===== config.mk =====
export PLATFORM = sky130hd
export DESIGN_NAME = ttl_keyed_result_cache_flat
export DESIGN_NICKNAME = d
export VERILOG_FILES = /design/src/rtl/tkc_pkg.sv /design/src/rtl/tkc_ifs.sv /design/src/rtl/ttl_keyed_result_cache.sv /design/src/flat_wrapper.sv
export SDC_FILE = /design/constraint.sdc
export NUM_CORES = 2
export LEC_CHECK = 0
export BUFFER_PORTS_ARGS = -buffer_cell sky130_fd_sc_hd__buf_2
export CORE_MARGIN = 2
export CORE_UTILIZATION = 35
export DETAILED_ROUTE_END_ITERATION = 10
export PLACE_DENSITY = 0.6
export SYNTH_ARGS = -nofsm -noshare
export SYNTH_HDL_FRONTEND = slang
export SYNTH_SLANG_ARGS = --single-unit

===== constraint.sdc =====
create_clock -name clk -period 5.7 [get_ports clk]
set_input_delay 1.14 -clock clk [delete_from_list [all_inputs] [get_ports clk]]
set_output_delay 1.14 -clock clk [all_outputs]
set_load 0.02 [all_outputs]

===== src/rtl/tkc_pkg.sv =====
// shared constants and types for the keyed lifetime cache
package tkc_pkg;

  localparam int ENTRIES = 16;
  localparam int IDX_W = (ENTRIES > 1) ? $clog2(ENTRIES) : 1;

  localparam int SIZE_W = 16;
  localparam int OBJ_W = 32;
  localparam int LIFE_W = 16;
  localparam int SLOT_W = 4;

  localparam int CFG_ADDR_W = 3;
  localparam int CFG_DATA_W = 32;

  // register index 0: lifetime_frames
  localparam logic REG_LIFETIME = 1'b0;
  localparam logic [LIFE_W-1:0] LIFETIME_RESET = LIFE_W'(60);

  localparam logic ACT_LOOKUP = 1'b0;
  localparam logic ACT_AGE = 1'b1;

  typedef logic [SIZE_W-1:0] size_key_t;
  typedef logic [OBJ_W-1:0] obj_key_t;
  typedef logic [LIFE_W-1:0] life_t;
  typedef logic [IDX_W-1:0] idx_t;

  typedef struct packed {
    logic action;
    size_key_t max_vert_count;
    obj_key_t object_id;
  } req_t;

  typedef struct packed {
    logic hit;
    logic [SLOT_W-1:0] slot;
    logic full_res;
  } rsp_t;

  // slot field carries the low bits of the entry index
  function automatic logic [SLOT_W-1:0] idx_to_slot(input idx_t idx);
    logic [IDX_W+SLOT_W-1:0] wide;
    wide = {{SLOT_W{1'b0}}, idx};
    return wide[SLOT_W-1:0];
  endfunction

endpackage


===== src/rtl/tkc_ifs.sv =====
// valid/ready stream interfaces for lookup requests and results
interface tkc_in_if import tkc_pkg::*; ();
  logic valid;
  logic ready;
  logic action;
  size_key_t max_vert_count;
  obj_key_t object_id;

  modport source (output valid, action, max_vert_count, object_id, input ready);
  modport sink (input valid, action, max_vert_count, object_id, output ready);
endinterface

interface tkc_out_if import tkc_pkg::*; ();
  logic valid;
  logic ready;
  logic hit;
  logic [SLOT_W-1:0] slot;
  logic full_res;

  modport source (output valid, hit, slot, full_res, input ready);
  modport sink (input valid, hit, slot, full_res, output ready);
endinterface


===== src/rtl/ttl_keyed_result_cache.sv =====
// keyed lifetime cache: fully associative slots with per-entry frame countdown
//
// in_beat carries one item: action 0 looks up (max_vert_count, object_id),
// action 1 marks a frame end. every item yields exactly one beat on out_beat.
// a hit reloads the entry lifetime and returns its slot with hit set; a miss
// claims the lowest free slot with a full lifetime; a miss with every slot
// taken returns full_res and stores nothing. frame end ages all entries and
// frees those that reach zero, returning all-zero fields.
// an input beat first sits in the input register; then the parallel key
// compare over all slots and the slot update happen in one pass into the
// result register. throughput is one item per cycle unless the receiver
// stalls; the slot table is updated at the edge the result is registered,
// so the next item already sees it.
// when the receiver stalls the result register holds and the input register
// keeps one more item, after which in_beat.ready drops.
// lifetime_frames sits at byte address 0 of the cfg_ APB port, reset 60.
// reset (rst_n low, synchronous) frees every slot and empties both registers.
module ttl_keyed_result_cache import tkc_pkg::*; (
  input  logic                  clk,
  input  logic                  rst_n,
  tkc_in_if.sink                in_beat,
  tkc_out_if.source             out_beat,
  input  logic                  cfg_psel,
  input  logic                  cfg_penable,
  input  logic                  cfg_pwrite,
  input  logic [CFG_ADDR_W-1:0] cfg_paddr,
  input  logic [CFG_DATA_W-1:0] cfg_pwdata,
  output logic [CFG_DATA_W-1:0] cfg_prdata,
  output logic                  cfg_pready
);

  life_t lifetime_r;

  logic req_v_r;
  req_t req_r;
  logic out_v_r;
  rsp_t rsp_r;

  logic [ENTRIES-1:0] valid_r;
  logic [ENTRIES-1:0] valid_nxt;
  size_key_t size_key_r [ENTRIES];
  obj_key_t obj_key_r [ENTRIES];
  life_t life_r [ENTRIES];

  logic [ENTRIES-1:0] match;
  logic found;
  logic free_any;
  idx_t found_idx;
  idx_t free_idx;
  rsp_t rsp_nxt;
  logic proc;
  logic do_age;
  logic do_write;
  idx_t wr_idx;
  logic wr_new;

  // configuration port
  assign cfg_pready = 1'b1;
  assign cfg_prdata = (cfg_paddr[CFG_ADDR_W-1] == REG_LIFETIME) ?
                      CFG_DATA_W'(lifetime_r) : '0;

  always_ff @(posedge clk) begin
    if (!rst_n) begin
      lifetime_r <= LIFETIME_RESET;
    end else if (cfg_psel && cfg_penable && cfg_pwrite && cfg_pready &&
                 cfg_paddr[CFG_ADDR_W-1] == REG_LIFETIME) begin
      lifetime_r <= cfg_pwdata[LIFE_W-1:0];
    end
  end

  // handshake
  assign proc = req_v_r && (!out_v_r || out_beat.ready);
  assign in_beat.ready = !req_v_r || proc;

  // parallel compare and lowest-index search
  always_comb begin
    found = 1'b0;
    free_any = 1'b0;
    found_idx = '0;
    free_idx = '0;
    for (int i = ENTRIES - 1; i >= 0; i--) begin
      match[i] = valid_r[i] && size_key_r[i] == req_r.max_vert_count &&
                 obj_key_r[i] == req_r.object_id;
      if (match[i]) begin
        found = 1'b1;
        found_idx = IDX_W'(i);
      end
      if (!valid_r[i]) begin
        free_any = 1'b1;
        free_idx = IDX_W'(i);
      end
    end
  end

  always_comb begin
    do_age = proc && req_r.action == ACT_AGE;
    do_write = proc && req_r.action == ACT_LOOKUP && (found || free_any);
    wr_new = !found;
    wr_idx = found ? found_idx : free_idx;
    rsp_nxt = '0;
    if (req_r.action == ACT_LOOKUP) begin
      if (found) begin
        rsp_nxt.hit = 1'b1;
        rsp_nxt.slot = idx_to_slot(found_idx);
      end else if (free_any) begin
        rsp_nxt.slot = idx_to_slot(free_idx);
      end else begin
        rsp_nxt.full_res = 1'b1;
      end
    end
  end

  // an aged entry survives only while its lifetime stays above zero
  always_comb begin
    valid_nxt = valid_r;
    if (do_age) begin
      for (int i = 0; i < ENTRIES; i++) begin
        valid_nxt[i] = valid_r[i] && life_r[i] > LIFE_W'(1);
      end
    end else if (do_write && wr_new) begin
      valid_nxt[wr_idx] = 1'b1;
    end
  end

  always_ff @(posedge clk) begin
    if (!rst_n) begin
      valid_r <= '0;
    end else begin
      valid_r <= valid_nxt;
    end
  end

  always_ff @(posedge clk) begin
    for (int i = 0; i < ENTRIES; i++) begin
      if (do_age) begin
        if (valid_r[i] && life_r[i] != '0) begin
          life_r[i] <= life_r[i] - LIFE_W'(1);
        end
      end else if (do_write && wr_idx == IDX_W'(i)) begin
        life_r[i] <= lifetime_r;
        if (wr_new) begin
          size_key_r[i] <= req_r.max_vert_count;
          obj_key_r[i] <= req_r.object_id;
        end
      end
    end
  end

  // input and result registers
  always_ff @(posedge clk) begin
    if (!rst_n) begin
      req_v_r <= 1'b0;
      out_v_r <= 1'b0;
    end else begin
      if (in_beat.ready) begin
        req_v_r <= in_beat.valid;
      end
      if (proc) begin
        out_v_r <= 1'b1;
      end else if (out_beat.ready) begin
        out_v_r <= 1'b0;
      end
    end
  end

  always_ff @(posedge clk) begin
    if (in_beat.valid && in_beat.ready) begin
      req_r.action <= in_beat.action;
      req_r.max_vert_count <= in_beat.max_vert_count;
      req_r.object_id <= in_beat.object_id;
    end
    if (proc) begin
      rsp_r <= rsp_nxt;
    end
  end

  assign out_beat.valid = out_v_r;
  assign out_beat.hit = rsp_r.hit;
  assign out_beat.slot = rsp_r.slot;
  assign out_beat.full_res = rsp_r.full_res;

`ifndef SYNTHESIS
  // a lookup that did not report full leaves its slot valid
  a_write_valid: assert property (@(posedge clk) disable iff (!rst_n)
    do_write |=> valid_r[$past(wr_idx)])
    else $error("written slot not valid");

  // full is reported only when every slot was taken and nothing matched
  a_full_only_when_taken: assert property (@(posedge clk) disable iff (!rst_n)
    proc && rsp_nxt.full_res |-> (&valid_r) && !found)
    else $error("full reported with a free or matching slot");

  // frame end gives an all-zero result beat
  a_age_result: assert property (@(posedge clk) disable iff (!rst_n)
    do_age |=> out_v_r && !rsp_r.hit && !rsp_r.full_res && rsp_r.slot == '0)
    else $error("frame end result not zero");

  // a key is never held in two slots
  a_single_match: assert property (@(posedge clk) disable iff (!rst_n)
    req_v_r && req_r.action == ACT_LOOKUP |-> $onehot0(match))
    else $error("key stored in more than one slot");

  // input stalls only behind a held item
  a_stall_cause: assert property (@(posedge clk) disable iff (!rst_n)
    !in_beat.ready |-> req_v_r && out_v_r && !out_beat.ready)
    else $error("input stalled without cause");
`endif

endmodule

===== src/flat_wrapper.sv =====
// flat-port wrapper written by rule: the top's interface ports become plain ports
module ttl_keyed_result_cache_flat import tkc_pkg::*;
  (clk, rst_n, cfg_psel, cfg_penable, cfg_pwrite, cfg_paddr, cfg_pwdata, cfg_prdata, cfg_pready, in_beat_valid, in_beat_action, in_beat_max_vert_count, in_beat_object_id, in_beat_ready, out_beat_valid, out_beat_hit, out_beat_slot, out_beat_full_res, out_beat_ready);
  tkc_in_if in_beat_i ();
  tkc_out_if out_beat_i ();
  input  logic clk;
  input  logic rst_n;
  input  logic cfg_psel;
  input  logic cfg_penable;
  input  logic cfg_pwrite;
  input  logic [CFG_ADDR_W-1:0] cfg_paddr;
  input  logic [CFG_DATA_W-1:0] cfg_pwdata;
  output logic [CFG_DATA_W-1:0] cfg_prdata;
  output logic cfg_pready;
  input wire logic [$bits(in_beat_i.valid)-1:0] in_beat_valid;
  input wire logic [$bits(in_beat_i.action)-1:0] in_beat_action;
  input wire logic [$bits(in_beat_i.max_vert_count)-1:0] in_beat_max_vert_count;
  input wire logic [$bits(in_beat_i.object_id)-1:0] in_beat_object_id;
  output wire logic [$bits(in_beat_i.ready)-1:0] in_beat_ready;
  output wire logic [$bits(out_beat_i.valid)-1:0] out_beat_valid;
  output wire logic [$bits(out_beat_i.hit)-1:0] out_beat_hit;
  output wire logic [$bits(out_beat_i.slot)-1:0] out_beat_slot;
  output wire logic [$bits(out_beat_i.full_res)-1:0] out_beat_full_res;
  input wire logic [$bits(out_beat_i.ready)-1:0] out_beat_ready;
  assign in_beat_i.valid = in_beat_valid;
  assign in_beat_i.action = in_beat_action;
  assign in_beat_i.max_vert_count = in_beat_max_vert_count;
  assign in_beat_i.object_id = in_beat_object_id;
  assign in_beat_ready = in_beat_i.ready;
  assign out_beat_valid = out_beat_i.valid;
  assign out_beat_hit = out_beat_i.hit;
  assign out_beat_slot = out_beat_i.slot;
  assign out_beat_full_res = out_beat_i.full_res;
  assign out_beat_i.ready = out_beat_ready;
  ttl_keyed_result_cache u_core (.clk(clk), .rst_n(rst_n), .in_beat(in_beat_i), .out_beat(out_beat_i), .cfg_psel(cfg_psel), .cfg_penable(cfg_penable), .cfg_pwrite(cfg_pwrite), .cfg_paddr(cfg_paddr), .cfg_pwdata(cfg_pwdata), .cfg_prdata(cfg_prdata), .cfg_pready(cfg_pready));
endmodule

After elaboration in Yosys (flattened, before gate mapping)
Memories as Yosys holds them, arrays and structs flattened. Index checks and enable logic that the tools add are counted.

Register bits: 89. Bits in writable memories: 1024. Input port bits: 91. Output and inout port bits: 41. Logic and storage cells: 586. Memories kept: 3.

$add $sub $neg: 16. Magnitude comparators: 18. Equality and inequality tests: 47. Mux-type cells: 327. Bitwise logic cells: 19. Reductions and logical operators: 146.

Memories: u_core.obj_key_r (depth 16, width 32, read ports 16, clocked after Yosys merged registers in 0, wr ports 1, line ttl_keyed_result_cache.sv:42) `obj_key_t obj_key_r [ENTRIES];`; u_core.life_r (depth 16, width 16, read ports 16, clocked after Yosys merged registers in 0, wr ports 16, line ttl_keyed_result_cache.sv:43) `life_t life_r [ENTRIES];`; u_core.size_key_r (depth 16, width 16, read ports 16, clocked after Yosys merged registers in 0, wr ports 1, line ttl_keyed_result_cache.sv:41) `size_key_t size_key_r [ENTRIES];`.

Operators by type and width (number): $mux 16 (34); $eq 32x32->1 (16); $mux 32 (15); $reduce_or 32->1 (15); $mux 4 (65); $eq 16x16->1 (16); $gt 16x1->1 const B (16); $reduce_bool 16->1 (16); $sub 16x1->16 const B (16); $reduce_or 16->1 (15); $mux 1 (212); $logic_and 1x1->1 (90); $eq 4x4->1 const B (8); $eq 4x3->1 const B (4); $or 1x1->1 (16); $or 16x16->16 (1); $eq 4x2->1 const B (2); $lt 4x5->1 const B (1); $demux 1 s4 (1); $eq 4x1->1 const B (1); $ge 4x1->1 const B (1); $logic_not 4->1 (1); $reduce_bool 2->1 (2); $logic_not 1->1 (3); other kinds (3) (6).

Depth between registers and ports, before layout
An unclocked memory read counts as a cell.

Depth after elaboration: 42. Gate-level depth with buffers: 17. Gate-level depth less buffers: 11.

Least setup slack after synthesis
No wires, ideal clock.

Path kind: register to register. Start point: register u_core.req_r[32] in the netlist's numbering. End point: memory u_core.obj_key_r[6][0] in the netlist's numbering (enable). Library setup time: 0.469 ns. Data arrival time: 5.744 ns. Required time: 5.231 ns. Setup slack: -0.513 ns. Stages on the path, launching flop included: 13. Buffers on the path: 2. Period minus slack after synthesis: 6.213 ns. Cells stage by stage: edfxtp_1 > buf_2 > xnor2_1 > nand4_1 > or4_1 > or4_1 > o21ai_0 > nor3_1 > o31a_1 > nand2b_1 > buf_2 > or3_1 > a21oi_1.

Cells in the longest elaborated chain, start to end: 41. Elaborated cells between the ends (all ways): 209. Those cells by class: 31 x eq/ne; 112 x mux; 66 x reduce/logical.

Ends and longest elaborated chain: from (decl) (line ttl_keyed_result_cache.sv:35) `req_t req_r;`; $eq 16x16->1 (line ttl_keyed_result_cache.sv:82) `match[i] = valid_r[i] && size_key_r[i] == req_r.max_vert_count &&`; $logic_and 1x1->1 (2 in a row) (line ttl_keyed_result_cache.sv:82); $mux 4 / $mux 1 (equally long branches) (16 in a row) (line ttl_keyed_result_cache.sv:84) `if (match[i]) begin`; $mux 4 / $logic_or 1x1->1 (equally long branches) (line ttl_keyed_result_cache.sv:99, ttl_keyed_result_cache.sv:97); $eq 4x1->1 / $logic_and 1x1->1 (equally long branches) (line ttl_keyed_result_cache.sv:139, ttl_keyed_result_cache.sv:97); $logic_and 1x1->1 (line ttl_keyed_result_cache.sv:139) `end else if (do_write && wr_idx == IDX_W'(i)) begin`; $mux 1 (line ttl_keyed_result_cache.sv:139); $mux 1 (line ttl_keyed_result_cache.sv:135) `if (do_age) begin`; $mux 1 (implied by the code) (line ttl_keyed_result_cache.sv:143) `obj_key_r[i] <= req_r.object_id;`; $reduce_or 32->1 (no line); $mux 4 (no line) / $mux 1 (equally long branches) (15 in a row); to (decl) (line ttl_keyed_result_cache.sv:42).

Parallel ways exist; a longest one is shown, timed or not.

==> impl_results.md <==
* Synth cell count leaders: edfxtp_1 (1079), xor2_1 (540), xnor2_1 (352)
* RSZ-0062 raised after global routing: false
* Final setup violation count at 0
* Critical Path Source Type: register
* Status: completed
* Yosys cell types at 82
* Worst skew pair latency at roughly 0.74 ns
* PostCTS Resize Cnt at 0
* Hold Slack at about 0.47 ns
* 1st-iter DRT viols at about 3700
* Core Region at between 150000 and 200000 sq um
* Register bit count reported by yosys at approximately 1100
* Seq/Total Area, Yosys at 0.607
* Post-Layout Cell Count at 6547
* CTS Root Cell: clkbuf_16
* Critical path arrival at 5.98 ns
* Placed cell count at approximately 6300
* Total power at ~18 mW
* Initial antenna violation count at 5
* Final ANT Viol Nets at 0
* Total Routing Usage GR at 0.197
* Syn Area/Cell at 13.3 sq um
* Post-synth EDFFs at approximately 1100
* Area Overhead vs Synth at 16.2%
* Tightest Pin Transition at approximately 1.0 ns
* Vias in the first global route at around 34000
* Die Y at 399 um
* Final Skew at 0.0331 ns
* Post-synth top flop: edfxtp_1
* Die width at 399 um
* Fmax at between 0.15 and 0.2 GHz
* Crit Path Max Fanout at 16
* Design area at 63300 sq um
* Clock sinks at around 1100
* NumNets Final at roughly 4500
* CTS max path bufs at 3
* Final period util at 0.966
* Multi-input gate area at 20200 sq um
* Final worst setup slack at about 0.19 ns
* GPL Wtd Cong at 0.903
* Filler cell count at about 14000
* Fin. Hold Viols at 0
* Max-Cap Viols at 0
* HP Class: register to register
* First-pass GRT wire length at around 230 mm
* Ratio of cells with drive above 1 in the final layout at 0.173
* VDD IR max at ~330 uV
* CP endpoint kind: register
* Post-synth top area share at 0.595
* Routed WL at 160 mm
* Fin. max-slew vios at 0
* CP dominant cell by count: buf_4
* Gate Count Post-Synth at approximately 4100
* Post-Syn Area at ~54000 sq um
* Post-CTS Setup Inserts at 0
* GR Overflow Total at 0
* Via count at 35300
* Vias per inst at approximately 5.4
* Max-slew headroom at 0.326
* Die area at roughly 160000 sq um
* Most common cell in the netlist: edfxtp_1
* Initial Util at 0.353
* Htree depth at 3
* Synth warnings at 0
* Routed len/inst at between 20 and 25 um
* Largest net degree at the start of global routing at 50
* Post-CTS Hold Buffers at 0
* Pre-CTS setup slack at about 0.39 ns
* Largest cells by area after synthesis: edfxtp_1 (59%), xor2_1 (8.7%), xnor2_1 (5.7%)
* Drt pass-1 iters at 7
* Storage element area at ~33000 sq um
* Yosys top cell by area: edfxtp_1
* Cell Pwr Density at around 280 nW/um^2
* Cell row count at ~140
* Setup CP Type: register to register
* DP Wirelength at 103 mm
* Critical Path RT at 6.17 ns
* IO Port Bufs at between 90 and 100
* Ports at roughly 130
* CP peak stage delay at between 0.9 and 1 ns
* Clock-pin slew on the worst setup and hold paths at about 0.06 ns
* Leak at around 20 nW
* Drt drc at 0
* Number of inserted diodes at 0
* Async set or reset register ratio after synthesis at 0
* Worst path slowest cell: edfxtp_1
* CTS tree: done
* Num CTS Buffers at between 100 and 150
* Placed cell areas at around 59000 sq um
* Min Tclk post-route at ~5.5 ns
* Crit-path cells: buf_4, xor2_1, or4_1, nor4b_1, nand4b_1, o22ai_1, nor4_1, and3_1, nand3_1, nand4_1, buf_4, nor2_2, mux2_2
==> layout make-up <==
class | count | area share
Sequential cell | 1113 | 0.523
Timing Repair Buffer | 351 | 0.0507
Inverter | 90 | 0.00534
Tap cell | 2044 | 0.0404
Multi-Input combinational cell | 2739 | 0.320
Clock inverter | 71 | 0.0121
Clock buffer | 139 | 0.0489
==> logic make-up after synthesis <==
family,after synthesis,share of synthesized area
compound gates,198,0.0263
fa+ha+maj,32,0.00735
xor+xnor,892,0.143
other cells,2,0.000138
buf+inv,266,0.0240
mux,254,0.0522
simple gates,1346,0.139
flops,1113,0.607
==> report_power, final <==
group	switching, mW	internal (mW)	leakage [nW]
Sequential	0.0688	8.99	9.85
Combinational	0.722	0.338	8.22
Clock	3.28	4.52	1.89
Total	4.07	13.8	20.0
==> flip-flops by register name (all words and copies together) (netlist names) <==
| name | count |
|---|---|
| u_core.out_beat.slot | 4 |
| u_core.out_beat.valid | 1 |
| u_core.valid_r | 16 |
| u_core.lifetime_r | 16 |
| u_core.size_key_r | 256 |
| u_core.req_r | 49 |
| u_core.out_beat.full_res | 1 |
| u_core.out_beat.hit | 1 |
| u_core.req_v_r | 1 |
| u_core.obj_key_r | 512 |
| u_core.life_r | 256 |
==> final timing paths <==
| kind | depth (start not counted) | startpoint | slack, ns | to |
|---|---|---|---|---|
| setup / recovery | 13 | u_core.req_r[30] | 0.19 | u_core.life_r[1][15] |
| hold / removal | 2 | u_core.lifetime_r[1] | 0.47 | u_core.lifetime_r[1] |
| setup reg to reg | 13 | u_core.req_r[30] | 0.19 | u_core.life_r[1][15] |
| hold reg to reg | 2 | u_core.lifetime_r[1] | 0.47 | u_core.lifetime_r[1] |
==> critical path: cells and delay by family, from the launching register on <==
family                    cells  cell delay, ns
buffers and inverters         2            0.54
DFF                           1            0.97
AOI/OAI and AO/OA             1            0.37
and+or+nand+nor               8            2.82
xor gates and xnor gates      1            0.11
muxes                         1            0.42
==> cells in the final DEF, fill, tap and decap left out, types with 13 or more instances in the layout <==
cell,count
edfxtp_1,1079
xor2_1,540
xnor2_1,352
nor4_1,218
mux2_2,198
nand2_1,190
buf_4,190
nand4_1,180
nor2_1,153
nand2b_1,152
clkbuf_16,118
nor3_1,112
nand3_1,100
buf_2,96
inv_1,88
buf_12,65
or4_1,52
dfxtp_1,34
o21ai_0,32
mux2i_1,32
ha_1,32
nor2b_1,28
clkinv_1,28
o2111ai_1,27
or3_1,27
nor4b_1,23
clkinv_2,22
o22ai_1,20
o211ai_1,19
mux2_1,18
conb_1,17
a21oi_1,16
o31ai_1,16
clkbuf_1,15
bufinv_16,15
nand4b_1,14
or2_2,14
o41ai_1,14
nor2_4,13
==> metrics by stage <==
step	TNS (ns)	utilization
after global routing	0	0.410
after CTS	0	0.410
after global placement	0	0.385
after detailed placement	0	0.385
after floorplan	-127.41	-
final	0	0.410
==> per-layer routing <==
metal,wire length [um],part of all wire,GRT usage,up-vias
li1,-,-,-,16000
met1,72100,0.45,0.282,17800
met2,72100,0.45,0.309,1305
met3,10900,0.068,0.0302,245
met4,5150,0.032,0.0600,0
met5,0,0,0,-
(Power assumes the default switching activity.)
